==> src/rtl/core/wocf_pkg.sv <==
// types and constants shared by the waypoint obstacle clearance filter
package wocf_pkg;

  localparam int COORD_BITS  = 24;
  localparam int RADIUS_BITS = 52;
  localparam int DATA_BITS   = 64;
  localparam int ADDR_BITS   = 4;
  localparam int DIFF_BITS   = COORD_BITS + 1;
  localparam int SQ_BITS     = 2 * DIFF_BITS;

  localparam logic [RADIUS_BITS-1:0] RADIUS_RESET = RADIUS_BITS'(1638400);

  typedef enum logic [1:0] {
    OP_CLEAR = 2'd0,
    OP_LOAD  = 2'd1,
    OP_TEST  = 2'd2
  } op_e;

  typedef logic signed [COORD_BITS-1:0] coord_t;

  typedef struct packed {
    logic [1:0] opcode;
    coord_t     pos_x;
    coord_t     pos_y;
    coord_t     pos_z;
  } in_item_t;

  typedef struct packed {
    coord_t route_x;
    coord_t route_y;
    coord_t route_z;
    logic   keep;
  } out_item_t;

  typedef struct packed {
    logic   valid;
    coord_t x;
    coord_t y;
    coord_t z;
    logic   hit;
  } token_t;

endpackage

==> src/rtl/core/wocf_cell.sv <==
// one obstacle slot with its distance check, passes the waypoint token onward
module wocf_cell (
  input  logic                             clk_i,
  input  logic                             rst_ni,
  input  logic                             adv_i,
  input  logic                             wr_en_i,
  input  logic                             ent_valid_i,
  input  wocf_pkg::coord_t                 wr_x_i,
  input  wocf_pkg::coord_t                 wr_y_i,
  input  wocf_pkg::coord_t                 wr_z_i,
  input  logic [wocf_pkg::RADIUS_BITS-1:0] radius_i,
  input  wocf_pkg::token_t                 tok_i,
  output wocf_pkg::token_t                 tok_o
);
  import wocf_pkg::*;

  function automatic logic [SQ_BITS-1:0] sq_diff(coord_t a, coord_t b);
    logic [DIFF_BITS-1:0] d;
    logic [DIFF_BITS-1:0] m;
    d = {a[COORD_BITS-1], a} - {b[COORD_BITS-1], b};
    m = d[DIFF_BITS-1] ? (~d + DIFF_BITS'(1)) : d;
    return SQ_BITS'(m) * SQ_BITS'(m);
  endfunction

  coord_t ent_x_q, ent_y_q, ent_z_q;
  logic   valid_q;
  coord_t x_q, y_q, z_q;
  logic   hit_q;
  logic [SQ_BITS-1:0] sqx_q, sqy_q, sqz_q;
  logic [RADIUS_BITS-1:0] dist_sq;
  logic close;

  always_ff @(posedge clk_i) begin
    if (wr_en_i) begin
      ent_x_q <= wr_x_i;
      ent_y_q <= wr_y_i;
      ent_z_q <= wr_z_i;
    end
  end

  always_ff @(posedge clk_i or negedge rst_ni) begin
    if (!rst_ni) begin
      valid_q <= 1'b0;
    end else if (adv_i) begin
      valid_q <= tok_i.valid;
    end
  end

  always_ff @(posedge clk_i) begin
    if (adv_i) begin
      x_q   <= tok_i.x;
      y_q   <= tok_i.y;
      z_q   <= tok_i.z;
      hit_q <= tok_i.hit;
      sqx_q <= sq_diff(tok_i.x, ent_x_q);
      sqy_q <= sq_diff(tok_i.y, ent_y_q);
      sqz_q <= sq_diff(tok_i.z, ent_z_q);
    end
  end

  assign dist_sq = RADIUS_BITS'(sqx_q) + RADIUS_BITS'(sqy_q) + RADIUS_BITS'(sqz_q);
  assign close   = ent_valid_i && (dist_sq < radius_i);

  always_comb begin
    tok_o.valid = valid_q;
    tok_o.x     = x_q;
    tok_o.y     = y_q;
    tok_o.z     = z_q;
    tok_o.hit   = hit_q | close;
  end

endmodule

==> config.mk <==
export PLATFORM = sky130hd
export DESIGN_NAME = wocf_cell
export DESIGN_NICKNAME = d
export VERILOG_FILES = /design/src/rtl/core/wocf_pkg.sv /design/src/rtl/core/wocf_cell.sv
export SDC_FILE = /design/constraint.sdc
export NUM_CORES = 2
export LEC_CHECK = 0
export BUFFER_PORTS_ARGS = -buffer_cell sky130_fd_sc_hd__buf_2
export CORE_ASPECT_RATIO = 1.2
export CORE_MARGIN = 4
export CORE_UTILIZATION = 38
export DETAILED_ROUTE_END_ITERATION = 7
export GPL_TIMING_DRIVEN = 0
export PLACE_DENSITY = 0.61
export SYNTH_ARGS = -nofsm -noshare
export SYNTH_HDL_FRONTEND = slang
export SYNTH_SLANG_ARGS = --single-unit
==> constraint.sdc <==
create_clock -name clk_i -period 10.1 [get_ports clk_i]
set_clock_uncertainty 0.2 [all_clocks]
set_input_delay 0 -clock clk_i [delete_from_list [all_inputs] [get_ports clk_i]]
set_output_delay 0 -clock clk_i [all_outputs]
set_load 0.02 [all_outputs]
==> results.sh <==
export IMPL_routed_via_count=57300
export IMPL_grt_pass1_wl_um=354000
export IMPL_setup_viol=44
export IMPL_fin_tns_setup_ps=-14760
export IMPL_path_max_fanout=5
export IMPL_crit_buf_inv=6
export IMPL_grt_pass1_vias=61800
export IMPL_hold_viol=0
export IMPL_relSlewSlack=0.262
export IMPL_fill_cells=16600
export IMPL_register_area_um2=8790
export IMPL_antenna_left=0
export IMPL_violations="setup timing"
export IMPL_crit_arrival_ps=10960
export IMPL_status="finished with violations"
export IMPL_synth_edf_count=292
export IMPL_ys_seq_elements=293
export IMPL_layout_setup_ws_ps=-720
export IMPL_h_tree_depth=2
export IMPL_min_path_type="in -> reg"
export IMPL_die_width_um=403
export IMPL_synth_avg_cell_area_um2=9.50
export IMPL_rows=173
export IMPL_slowest_delay_ps=620
export IMPL_clock_fmax_mhz=92.4
export IMPL_antenna_found_initial=12
export IMPL_crit_type="reg -> reg"
export IMPL_clock_latency_ps=610
export IMPL_grt_max_degree=120
export IMPL_core_area_um2=186000
export IMPL_numCtsBuffers=35
export IMPL_initial_core_util=0.384
export IMPL_netlist_area_um2=71300
export IMPL_ioPinCount=277
export IMPL_critPathLaunchType="flip-flop"
export IMPL_cap_viol_max_count=0
export IMPL_grt_overflow_total=0
export IMPL_dp_hpwl_um=178000
export IMPL_die_h_um=483
export IMPL_cts_buffer_depth=3
export IMPL_grtUsageTotal=0.236
export IMPL_routed_wl_um=232000
export IMPL_fin_crit_ps=10820
export IMPL_root_buffer="clkbuf_16"
export IMPL_wl_per_cell_um=20.8
export IMPL_cts_tree="built"
export IMPL_required_ps=10240
export IMPL_crit_path_end_kind="flip-flop"
export IMPL_post_route_period_util=1.07
export IMPL_seq_area_frac_synth=0.123
export IMPL_syn2layout_area_growth_pct=27.3
export IMPL_synth_yosys_warnings=0
export IMPL_port_buffer_count=276
export IMPL_cp_slowest_cell="fa_1"
export IMPL_finalMaxSlewViolations=0
export IMPL_die_area_um2=195000
export IMPL_gp_congestion=0.980
export IMPL_drc=0
export IMPL_clk_pin_slew_ps=70
export IMPL_first_pass_iters=8
export IMPL_routed_via_density=5.14
export IMPL_ys_async_sr_fraction=0.00341
export IMPL_ys_types=97
export IMPL_rsz0062_at_grt="true"
export IMPL_multi_input_area_um2=59500
export IMPL_synthFlopType="edfxtp_1"
export IMPL_syn_inst=7506
export IMPL_crit_family="adder cells"
export IMPL_initialDrtViolationCount=4491
export IMPL_final_nets=11000
export IMPL_tightest_slew_ps=1100
export IMPL_path_common_cell="fa_1"
export IMPL_drive_gt1_frac=0.207
export IMPL_clock_sinks=293
==> sequential cells by signal, summed over array words and instances, names as in the netlist <==
register / cells
y_q: 24
sqx_q: 49
z_q: 24
ent_y_q: 24
hit_q: 1
x_q: 24
sqz_q: 49
sqy_q: 49
ent_z_q: 24
valid_q: 1
ent_x_q: 24
==> worst paths after layout <==
kind                       slack, ps               endpoint                 start  cells after the start
max                             -720    sqx_q[47]$_DFFE_PP_  ent_x_q[0]$_DFFE_PP_                     38
min                              190  ent_y_q[12]$_DFFE_PP_               wr_en_i                      2
max reg2reg                     -720    sqx_q[47]$_DFFE_PP_  ent_x_q[0]$_DFFE_PP_                     38
min reg2reg                      890    valid_q$_DFFE_PN0P_   valid_q$_DFFE_PN0P_                      2
max in group asynchronous       9000    valid_q$_DFFE_PN0P_                rst_ni                      4
min in group asynchronous        590    valid_q$_DFFE_PN0P_                rst_ni                      4
==> synth_stat cells, drive strengths merged, types with 25 or more instances <==
cell type / n / area [um^2]
a211oi: 36 / 283
a21o: 151 / 1130
a21oi: 238 / 1190
a31oi: 36 / 225
and3: 25 / 156
buf: 37 / 195
clkbuf: 152 / 571
edfxtp: 292 / 8770
fa: 1458 / 29200
ha: 711 / 8900
inv: 1959 / 7350
nand2: 556 / 2090
nand2b: 77 / 482
nand3: 65 / 338
nand4: 45 / 282
nor2: 667 / 2530
nor2b: 38 / 238
nor3: 69 / 345
o21a: 45 / 345
o21ai: 163 / 820
o21bai: 36 / 270
o31ai: 25 / 188
or3: 27 / 189
xnor2: 208 / 1890
xor2: 104 / 911
==> layout by cell type (no fill, tap or decap), types with 52 or more instances in the layout <==
| master | Yosys | routed |
|---|---|---|
| conb_1 | 2 | 57 |
| buf_4 | 4 | 447 |
| nand2_1 | 556 | 488 |
| buf_2 | 15 | 282 |
| a21oi_1 | 238 | 185 |
| a21o_1 | 151 | 147 |
| nand3_1 | 64 | 59 |
| xor2_1 | 104 | 55 |
| nor2_2 | 11 | 52 |
| buf_6 | 3 | 67 |
| nand2b_1 | 77 | 65 |
| dlygate4sd3_1 | 0 | 298 |
| edfxtp_1 | 292 | 292 |
| clkbuf_16 | 0 | 54 |
| xnor2_1 | 200 | 125 |
| inv_1 | 1947 | 1848 |
| nor3_1 | 69 | 58 |
| fa_1 | 1458 | 1403 |
| ha_1 | 711 | 648 |
| nor2_1 | 656 | 594 |
| fa_2 | 0 | 55 |
| o21ai_0 | 153 | 105 |
| inv_2 | 12 | 80 |
==> kinds of logic after synthesis <==
family	after synthesis	share of synthesized area
fa+ha+maj	2169	0.534
buf+inv	2152	0.114
simple gates	1669	0.104
compound gates	899	0.0840
xor+xnor	313	0.0396
flops	293	0.123
mux	9	0.00133
other cells	2	0.000105
==> stage by stage <==
stage,worst slack (ps),instance area [um^2],utilization,hold WS (ps),std cells
floorplan,-5.98,71800,-,-496,7561
global placement,-3660,76200,0.410,-425,10300
detailed placement,-3330,76400,0.411,-424,10300
CTS,-483,87600,0.471,144,11000
global route,-958,90800,0.488,189,11200
finish,-720,90800,0.488,186,11200
==> final cells by class <==
| type | instances | area share |
|---|---|---|
| antenna | 5 | 0.000138 |
| sequential | 293 | 0.0968 |
| buffer | 172 | 0.0227 |
| clock inverter | 20 | 0.00242 |
| clock buffer | 41 | 0.0101 |
| multi-input combinational | 5116 | 0.655 |
| inverter | 1963 | 0.0827 |
| timing repair buffer | 1092 | 0.0965 |
| tap | 2450 | 0.0338 |
==> metal layers <==
layer  GRT usage  wire length, um  vias up
met3      0.0419            18300      717
met1       0.293            88700    28800
li1            -                -    25400
met2       0.401           112000     2429
met5           0               28        -
met4       0.105            13700        4
==> what timing repair did <==
item	CTS	global route
setup buffers	338	184
pin swaps	275	349
resized for setup	1052	423
endpoints found under the setup margin	103	79
hold buffers	298	0
cloned	2	2
endpoints found under the hold margin	320	0
Power is not shown: default switching activity piles up to over one toggle a cycle in this logic, so the estimate is an artifact.
